==> src/hw/rtl/kvd_pkg.sv <==
// Package for the katakana voicing decomposer: channel words, byte codes,
// and the voiced/semi-voiced kana table. No dependencies.
package kvd_pkg;

  localparam logic [7:0] LEAD_BYTE    = 8'he3;
  localparam logic [7:0] MARK_MID     = 8'h82;
  localparam logic [7:0] COMB_VOICED  = 8'h99;
  localparam logic [7:0] COMB_SEMI    = 8'h9a;
  localparam logic [7:0] SPACE_VOICED = 8'h9b;
  localparam logic [7:0] SPACE_SEMI   = 8'h9c;
  localparam int         MAX_BYTES    = 6;
  localparam int         TABLE_SIZE   = 25;

  typedef logic [2:0] cnt_t;

  typedef enum logic [1:0] {
    PH_IDLE = 2'd0,
    PH_LEAD = 2'd1,
    PH_MID  = 2'd2,
    PH_RSVD = 2'd3
  } phase_t;

  typedef struct packed {
    logic [7:0] in_byte;
    logic       end_of_string;
  } in_word_t;

  typedef struct packed {
    logic [7:0] out_byte;
    logic       last_out;
    logic       truncated;
  } out_word_t;

  typedef struct packed {
    logic [MAX_BYTES-1:0][7:0] bytes;
    cnt_t                      count;
    logic                      eos;
    logic                      trunc;
  } burst_t;

  typedef struct packed {
    logic       hit;
    logic       semi;
    logic [7:0] base_mid;
    logic [7:0] base_low;
  } kana_hit_t;

  typedef struct packed {
    logic [7:0] v_mid;
    logic [7:0] v_low;
    logic       has_semi;
    logic [7:0] s_low;
    logic [7:0] b_mid;
    logic [7:0] b_low;
  } kana_entry_t;

  localparam kana_entry_t KANA_TABLE [TABLE_SIZE] = '{
    '{8'h83, 8'hb4, 1'b0, 8'h00, 8'h82, 8'ha6},
    '{8'h82, 8'hac, 1'b0, 8'h00, 8'h82, 8'hab},
    '{8'h82, 8'hae, 1'b0, 8'h00, 8'h82, 8'had},
    '{8'h82, 8'hb0, 1'b0, 8'h00, 8'h82, 8'haf},
    '{8'h82, 8'hb2, 1'b0, 8'h00, 8'h82, 8'hb1},
    '{8'h82, 8'hb4, 1'b0, 8'h00, 8'h82, 8'hb3},
    '{8'h82, 8'hb6, 1'b0, 8'h00, 8'h82, 8'hb5},
    '{8'h82, 8'hb8, 1'b0, 8'h00, 8'h82, 8'hb7},
    '{8'h82, 8'hba, 1'b0, 8'h00, 8'h82, 8'hb9},
    '{8'h82, 8'hbc, 1'b0, 8'h00, 8'h82, 8'hbb},
    '{8'h82, 8'hbe, 1'b0, 8'h00, 8'h82, 8'hbd},
    '{8'h83, 8'h80, 1'b0, 8'h00, 8'h82, 8'hbf},
    '{8'h83, 8'h82, 1'b0, 8'h00, 8'h83, 8'h81},
    '{8'h83, 8'h85, 1'b0, 8'h00, 8'h83, 8'h84},
    '{8'h83, 8'h87, 1'b0, 8'h00, 8'h83, 8'h86},
    '{8'h83, 8'h89, 1'b0, 8'h00, 8'h83, 8'h88},
    '{8'h83, 8'h90, 1'b1, 8'h91, 8'h83, 8'h8f},
    '{8'h83, 8'h93, 1'b1, 8'h94, 8'h83, 8'h92},
    '{8'h83, 8'h96, 1'b1, 8'h97, 8'h83, 8'h95},
    '{8'h83, 8'h99, 1'b1, 8'h9a, 8'h83, 8'h98},
    '{8'h83, 8'h9c, 1'b1, 8'h9d, 8'h83, 8'h9b},
    '{8'h83, 8'hb7, 1'b0, 8'h00, 8'h83, 8'haf},
    '{8'h83, 8'hb8, 1'b0, 8'h00, 8'h83, 8'hb0},
    '{8'h83, 8'hb9, 1'b0, 8'h00, 8'h83, 8'hb1},
    '{8'h83, 8'hba, 1'b0, 8'h00, 8'h83, 8'hb2}
  };

  // first matching entry wins
  function automatic kana_hit_t kana_lookup(input logic [7:0] mid, input logic [7:0] low);
    kana_hit_t r;
    logic      v;
    logic      s;
    r = '0;
    for (int i = TABLE_SIZE - 1; i >= 0; i--) begin
      v = (KANA_TABLE[i].v_mid == mid) && (KANA_TABLE[i].v_low == low);
      s = KANA_TABLE[i].has_semi && (KANA_TABLE[i].v_mid == mid) &&
          (KANA_TABLE[i].s_low == low);
      if (v || s) begin
        r.hit      = 1'b1;
        r.semi     = !v;
        r.base_mid = KANA_TABLE[i].b_mid;
        r.base_low = KANA_TABLE[i].b_low;
      end
    end
    return r;
  endfunction

endpackage

==> src/hw/rtl/kvd_expand.sv <==
// Combinational expansion of one input word into a burst of output bytes
// and the next sequence state. Depends on kvd_pkg.
module kvd_expand import kvd_pkg::*; (
  input  phase_t     phase,
  input  logic [7:0] middle,
  input  in_word_t   word,
  output burst_t     burst,
  output phase_t     phase_nxt,
  output logic [7:0] middle_nxt
);

  kana_hit_t hit;

  assign hit = kana_lookup(middle, word.in_byte);

  always_comb begin
    burst      = '0;
    burst.eos  = word.end_of_string;
    phase_nxt  = PH_IDLE;
    middle_nxt = middle;
    case (phase)
      PH_LEAD: begin
        if (word.end_of_string) begin
          burst.count = 3'd1;
          burst.trunc = 1'b1;
        end else begin
          middle_nxt = word.in_byte;
          phase_nxt  = PH_MID;
        end
      end
      PH_MID: begin
        burst.bytes[0] = LEAD_BYTE;
        burst.bytes[1] = middle;
        burst.bytes[2] = word.in_byte;
        burst.count    = 3'd3;
        if (middle == MARK_MID &&
            (word.in_byte == COMB_VOICED || word.in_byte == COMB_SEMI)) begin
          burst.bytes[2] = word.in_byte + 8'd2;
        end else if (hit.hit) begin
          burst.bytes[1] = hit.base_mid;
          burst.bytes[2] = hit.base_low;
          burst.bytes[3] = LEAD_BYTE;
          burst.bytes[4] = MARK_MID;
          burst.bytes[5] = hit.semi ? SPACE_SEMI : SPACE_VOICED;
          burst.count    = 3'd6;
        end
      end
      default: begin
        if (word.in_byte == LEAD_BYTE) begin
          if (word.end_of_string) begin
            burst.count = 3'd1;
            burst.trunc = 1'b1;
          end else begin
            phase_nxt = PH_LEAD;
          end
        end else begin
          burst.bytes[0] = word.in_byte;
          burst.count    = 3'd1;
        end
      end
    endcase
  end

endmodule

==> src/hw/rtl/katakana_voicing_decomposer_unit.sv <==
// Top level of the katakana voicing decomposer: input register, expansion, burst
// register: one byte per cycle unless stalled. Depends on kvd_pkg, kvd_expand.
//
//   port group   dir   payload       handshake
//   in_          in    in_word_t     in_valid / in_stall
//   out_         out   out_word_t    out_valid / out_stall
//
// Each input word enters a holding register, then expands in one step into a
// burst of zero to six bytes; the burst register sends one byte per cycle
// while out_stall is low.
// A new word is taken while the final byte of the previous burst goes out.
// Reset clears the sequence state and both valid flags.
module katakana_voicing_decomposer_unit import kvd_pkg::*; (
  input  logic      clk,
  input  logic      rst_n,
  input  logic      in_valid,
  output logic      in_stall,
  input  in_word_t  in_word,
  output logic      out_valid,
  input  logic      out_stall,
  output out_word_t out_word
);

  logic       a_valid_r, a_valid_nxt;
  in_word_t   a_word_r;
  phase_t     phase_r, phase_nxt;
  logic [7:0] middle_r, middle_nxt;
  burst_t     burst_r, burst_nxt;
  cnt_t       idx_r;
  logic       out_fire, burst_end, b_free, a_move, in_acc;

  kvd_expand u_expand (
    .phase      (phase_r),
    .middle     (middle_r),
    .word       (a_word_r),
    .burst      (burst_nxt),
    .phase_nxt  (phase_nxt),
    .middle_nxt (middle_nxt)
  );

  assign out_valid = burst_r.count != 3'd0;
  assign out_fire  = out_valid && !out_stall;
  assign burst_end = out_fire && (idx_r == burst_r.count - 3'd1);
  assign b_free    = !out_valid || burst_end;
  assign a_move    = a_valid_r && b_free;
  assign in_stall  = a_valid_r && !b_free;
  assign in_acc    = in_valid && !in_stall;

  assign a_valid_nxt = in_acc ? 1'b1 : (a_move ? 1'b0 : a_valid_r);

  assign out_word.out_byte  = burst_r.bytes[idx_r];
  assign out_word.last_out  = burst_r.eos && (idx_r == burst_r.count - 3'd1);
  assign out_word.truncated = burst_r.trunc;

  always_ff @(posedge clk) begin
    if (!rst_n) begin
      a_valid_r     <= 1'b0;
      phase_r       <= PH_IDLE;
      middle_r      <= 8'h00;
      burst_r.count <= 3'd0;
      idx_r         <= 3'd0;
    end else begin
      a_valid_r <= a_valid_nxt;
      if (in_acc) begin
        a_word_r <= in_word;
      end
      if (a_move) begin
        phase_r  <= phase_nxt;
        middle_r <= middle_nxt;
        burst_r  <= burst_nxt;
        idx_r    <= 3'd0;
      end else if (burst_end) begin
        burst_r.count <= 3'd0;
        idx_r         <= 3'd0;
      end else if (out_fire) begin
        idx_r <= idx_r + 3'd1;
      end
    end
  end

endmodule

==> config.mk <==
export PLATFORM = sky130hd
export DESIGN_NAME = katakana_voicing_decomposer_unit
export DESIGN_NICKNAME = d
export VERILOG_FILES = /design/src/hw/rtl/kvd_pkg.sv /design/src/hw/rtl/kvd_expand.sv /design/src/hw/rtl/katakana_voicing_decomposer_unit.sv
export SDC_FILE = /design/constraint.sdc
export NUM_CORES = 1
export LEC_CHECK = 0
export BUFFER_PORTS_ARGS = -buffer_cell sky130_fd_sc_hd__buf_2
export CAP_MARGIN = 20
export CORE_UTILIZATION = 40
export CTS_CLUSTER_SIZE = 25
export DETAILED_ROUTE_END_ITERATION = 12
export GPL_TIMING_DRIVEN = 0
export PLACE_DENSITY = 0.7
export SLEW_MARGIN = 20
export SYNTH_ARGS = -nofsm -noshare
export SYNTH_HDL_FRONTEND = slang
export SYNTH_HIERARCHICAL = 1
export SYNTH_SLANG_ARGS = --single-unit
==> constraint.sdc <==
create_clock -name clk -period 2.6 [get_ports clk]
set_input_delay 0.52 -clock clk [delete_from_list [all_inputs] [get_ports clk]]
set_output_delay 0.52 -clock clk [all_outputs]
set_load 0.01 [all_outputs]
Word level (Yosys, flattened, before mapping)
Cells that the tools add are included.
Cells by class
  add/subtract/negate cells: 3
  $lt $le $gt $ge: 1
  equality and inequality tests: 36
  muxes and demuxes: 49
  bitwise logic cells: 4
  reductions and logical operators: 82
Operator list (number)
  18-bit two-way mux: 25
  8-bit == test (first input constant): 29
  1-bit logical AND: 37
  8-bit == test (second input constant): 4
  32-bit two-way mux: 1
  8-bit two-way mux: 4
  1-bit logical NOT: 29
  8-bit binary-select mux with 3-bit select: 1
  3-bit two-way mux: 6
  8-bit one-hot mux with 2 select lines: 1
  8-bit by 2-bit adder with 8-bit output (second input constant): 1
  1-bit logical OR: 7
  1-bit two-way mux: 6
  3-bit one-hot mux with 2 select lines: 1
  3-bit OR reduction: 2
  3-bit by 4-bit less-than comparator with 1-bit output (second input constant): 1
  2-bit two-way mux: 2
  1-bit inverter: 4
  2-bit one-hot mux with 2 select lines: 1
  2-bit AND reduction: 2
  2-bit nonzero test: 2
  3-bit by 1-bit adder with 3-bit output (second input constant): 1
  3-bit == test: 1
  3-bit AND reduction: 1
  6 further kinds: 6
Storage, ports and cells
  bits in registers: 76
  word-level logic and storage cells: 190

Depth between registers and ports, before layout
  depth after elaboration: 32
  mapped depth: 8
  depth with buffers taken out: 7

Cells and area by module
The synthesis kept the hierarchy.
Modules (own cells, without submodules)
  katakana_voicing_decomposer_unit: instances 1, cells an instance 184, area an instance 2917.8 um^2
  kvd_expand: instances 1, cells an instance 202, area an instance 1360.1 um^2

Worst setup path after synthesis
OpenSTA, ideal clock, no wires.
  path kind: register -> register
  from: reg burst_r[2] in the netlist's numbering
  to: reg burst_r[10] in the netlist's numbering, enable pin
  arrival time: 2165 ps
  setup slack: 49 ps
  stages on the path, launching flop included: 7
  clock period less this slack: 2551 ps
  path through: dfxtp_1 inv_1 ha_1 ha_1 xnor2_1 o41ai_4 and2_2
Between the ends
  longest elaborated chain between the ends: 6
RTL lines
  from (decl): line katakana_voicing_decomposer_unit.sv:28  | burst_t burst_r, burst_nxt;
  from (signal assigned): line katakana_voicing_decomposer_unit.sv:70  | burst_r <= burst_nxt;
  3-bit by 1-bit subtractor with 3-bit output or 3-bit nonzero test (tied branches): line katakana_voicing_decomposer_unit.sv:43, katakana_voicing_decomposer_unit.sv:41
  3-bit == test or 1-bit logical AND (tied branches): line katakana_voicing_decomposer_unit.sv:43, katakana_voicing_decomposer_unit.sv:42
  1-bit logical AND: line katakana_voicing_decomposer_unit.sv:43  | assign burst_end = out_fire && (idx_r == burst_r.count - 3'd1);
  1-bit logical OR *: line katakana_voicing_decomposer_unit.sv:44  | assign b_free = !out_valid || burst_end;
  1-bit logical AND *: line katakana_voicing_decomposer_unit.sv:45  | assign a_move = a_valid_r && b_free;
  2-bit AND reduction (no source line) *
Every way passes the cells marked *; elsewhere a longest branch is shown, timed or not.
A chain may end at the register's enable or synchronous reset.

==> metrics <==
antenna cells=0; Worst Hold Class=input pin to flip-flop; ys flop type=edfxtp_1; Final Hold Violating Endpoints=0; CTS H-tree lvls=3; f_max=397 MHz; CTS tree=done; first-pass GRT wire length=15500 µm; DP Area=between 4000 and 5000 µm²; CTS Buf Count=9; GR Overflow Total=0; total track usage=around 18%; Setup crit start kind=flip-flop; DP HPWL=about 7000 µm; status=complete, no violations; clock sink total=between 70 and 80; Slew HR=about half; Netlist cell types=approximately 70; Initial Util=41.4%; final hold slack=~340 ps; P&R area growth vs syn=15.1%; CP bufs+invs=2; #FFs+latches synth=76; Crit Path Class=flip-flop to flip-flop; worst slew pin tran=776 ps; Pleak=1.85 nW; CP top delay family=simple AND/OR/NAND/NOR gates; CTS max path bufs=2; sequential fraction of the synthesis area=a little under 50%; Synth Instances=386; largest net degree at the start of global routing=54; via count=3076; CP Capture Type=flip-flop; I/O pin count=25; CP max stage cell=or4b_4; Required @ worst endpoint=approximately 2800 ps; PD cells=498 nW/µm²; Die X-Extent=105 µm; syn_area_per_cell=11.1 µm²; hold buffer count at CTS=0; Max Transition Viols Final=0; wire per inst=16.6 µm; vias per cell=5.30; pre-CTS setup slack=-302 ps; fin crit share=96.8%; crit path DAT=2760 ps; std cell rows=37; CP max FO=9; Non-Filler Instances=580; Post-Route Setup TNS=0 ps; Initial DRT Pass Iterations=4; fraction of layout cells with a size suffix above 1=a little over a quarter; Synth async-reset ratio=0%; PnR worst setup slack=around 84 ps; die area=11100 µm²; worst skew pair latency=350 ps; grt peak-use layer=met2; Final min period=about 2500 ps; Final Power=roughly 2.5 mW; antenna viol nets, final=0; placed insts=556; CP Cell Sequence=buf_6, or4b_4, or4_4, nand3_4, o41ai_4, buf_4, a221oi_2, nor2_1, a22o_1; endpoints failing setup=0; M3 GR Usage=3.53%; DRC=0; DRT Wirelength=between 9000 and 10000 µm; Max Cap Viol=0; 1st-iter DRT viols=186; core area=10300 µm²; Synth Cell Area=4280 µm²; fin util=47.7%; Root Buffer=clkbuf_8; quantity of I/O buffers inserted on ports=24; M2 GR Usage=31.8%; peak supply drop=between 0.0003 and 0.0004 V; number of global-route vias before repair=between 2000 and 3000; CP max stage delay=550 ps; Final Wtd Congestion=0.881; number of antenna violations at the first check in global routing=0; yosys warns=6; clk slew on worst S/H paths=roughly 90 ps; clk_skew=8.82 ps; EDFF count, synth=59; post-route cell area=4920 µm²; met1 GRT Util=22.2%; Die Y=105 µm; Nets=458
==> kinds of logic after synthesis <==
| family | synth area share [%] |
|---|---|
| adder cells (fa/ha/maj) | 1.75 |
| multiplexers | 8.39 |
| AO/OA/AOI/OAI | 12.9 |
| other | 0.0877 |
| XOR/XNOR | 1.81 |
| AND/OR/NAND/NOR | 17.0 |
| flip-flops | 49.4 |
| buffers and inverters | 8.75 |
==> registers in the layout, indices dropped and copies added, names as in the netlist <==
register / cells
idx_r: 3
phase_r: 2
middle_r: 8
out_word: 1
a_word_r: 9
burst_r: 52
a_valid_r: 1
==> cell type report <==
class                   count  area [µm²]
fillers                   939        5400
flip-flops and latches     76        2110
multi-input cells         251        1880
plain buffers              48         304
repair buffers             32         180
well taps                 136         170
clock buffers               9         124
inverters                  20        78.8
clock inverters             7        68.8
repair inverters            1        7.51
==> synth_stat cells, drive strengths merged (7+ instances only) <==
cell type | number | area, µm²
a21o | 7 | 52.6
a21oi | 9 | 45.0
and2 | 17 | 108
buf | 33 | 239
clkbuf | 16 | 60.1
dfxtp | 17 | 340
edfxtp | 59 | 1770
inv | 20 | 75.1
mux2 | 7 | 78.8
mux2i | 10 | 100
mux4 | 8 | 180
nand2 | 28 | 105
nand2b | 9 | 56.3
nand3 | 13 | 77.6
nor2 | 14 | 52.6
nor2b | 9 | 58.8
o21ai | 18 | 90.1
o22ai | 9 | 56.3
==> metal layers <==
layer	share of wire [%]	wire length, µm
met5	0	0
met4	2.0	189
met3	5.0	480
met2	50	4790
met1	43	4140
==> path summary, 6_finish.rpt <==
| kind | from | end | slack (ps) | cells after the start |
|---|---|---|---|---|
| worst min register to register | phase_r[0]$_SDFFE_PN0N_ | phase_r[0]$_SDFFE_PN0N_ | 470 | 2 |
| worst max-delay path | a_word_r[1]$_DFFE_PP_ | burst_r[2]$_SDFFE_PN0P_ | 80 | 9 |
| worst min-delay path | in_word[2] | a_word_r[2]$_DFFE_PP_ | 340 | 1 |
| worst max register to register | a_word_r[1]$_DFFE_PP_ | burst_r[2]$_SDFFE_PN0P_ | 80 | 9 |
==> report_power, final <==
group	internal (mW)	leakage (nW)	switching [mW]	total (mW)
Combinational	0.0998	1.07	0.133	0.233
Clock	0.369	0.0911	0.497	0.866
Sequential	1.34	0.688	0.0146	1.35
Total	1.81	1.85	0.645	2.45
==> repair_timing <==
item | in CTS | in global routing
pin swaps | 4 | 3
buffers inserted | 7 | 1
endpoints found under the setup margin | 72 | 33
gates cloned | 0 | 1
resized for setup | 8 | 14
==> layout by cell type, fill, tap and decap left out, types with 10 or more instances in the layout <==
master and instances:
conb_1 11, dfxtp_1 16, clkbuf_1 10, buf_2 28, nor2_1 14, mux2i_1 10
nand2_1 28, o21ai_0 15, edfxtp_1 59, buf_4 32, and2_1 16, inv_1 19
nand3_1 12
Note: power is estimated with default switching activity, not from simulation.
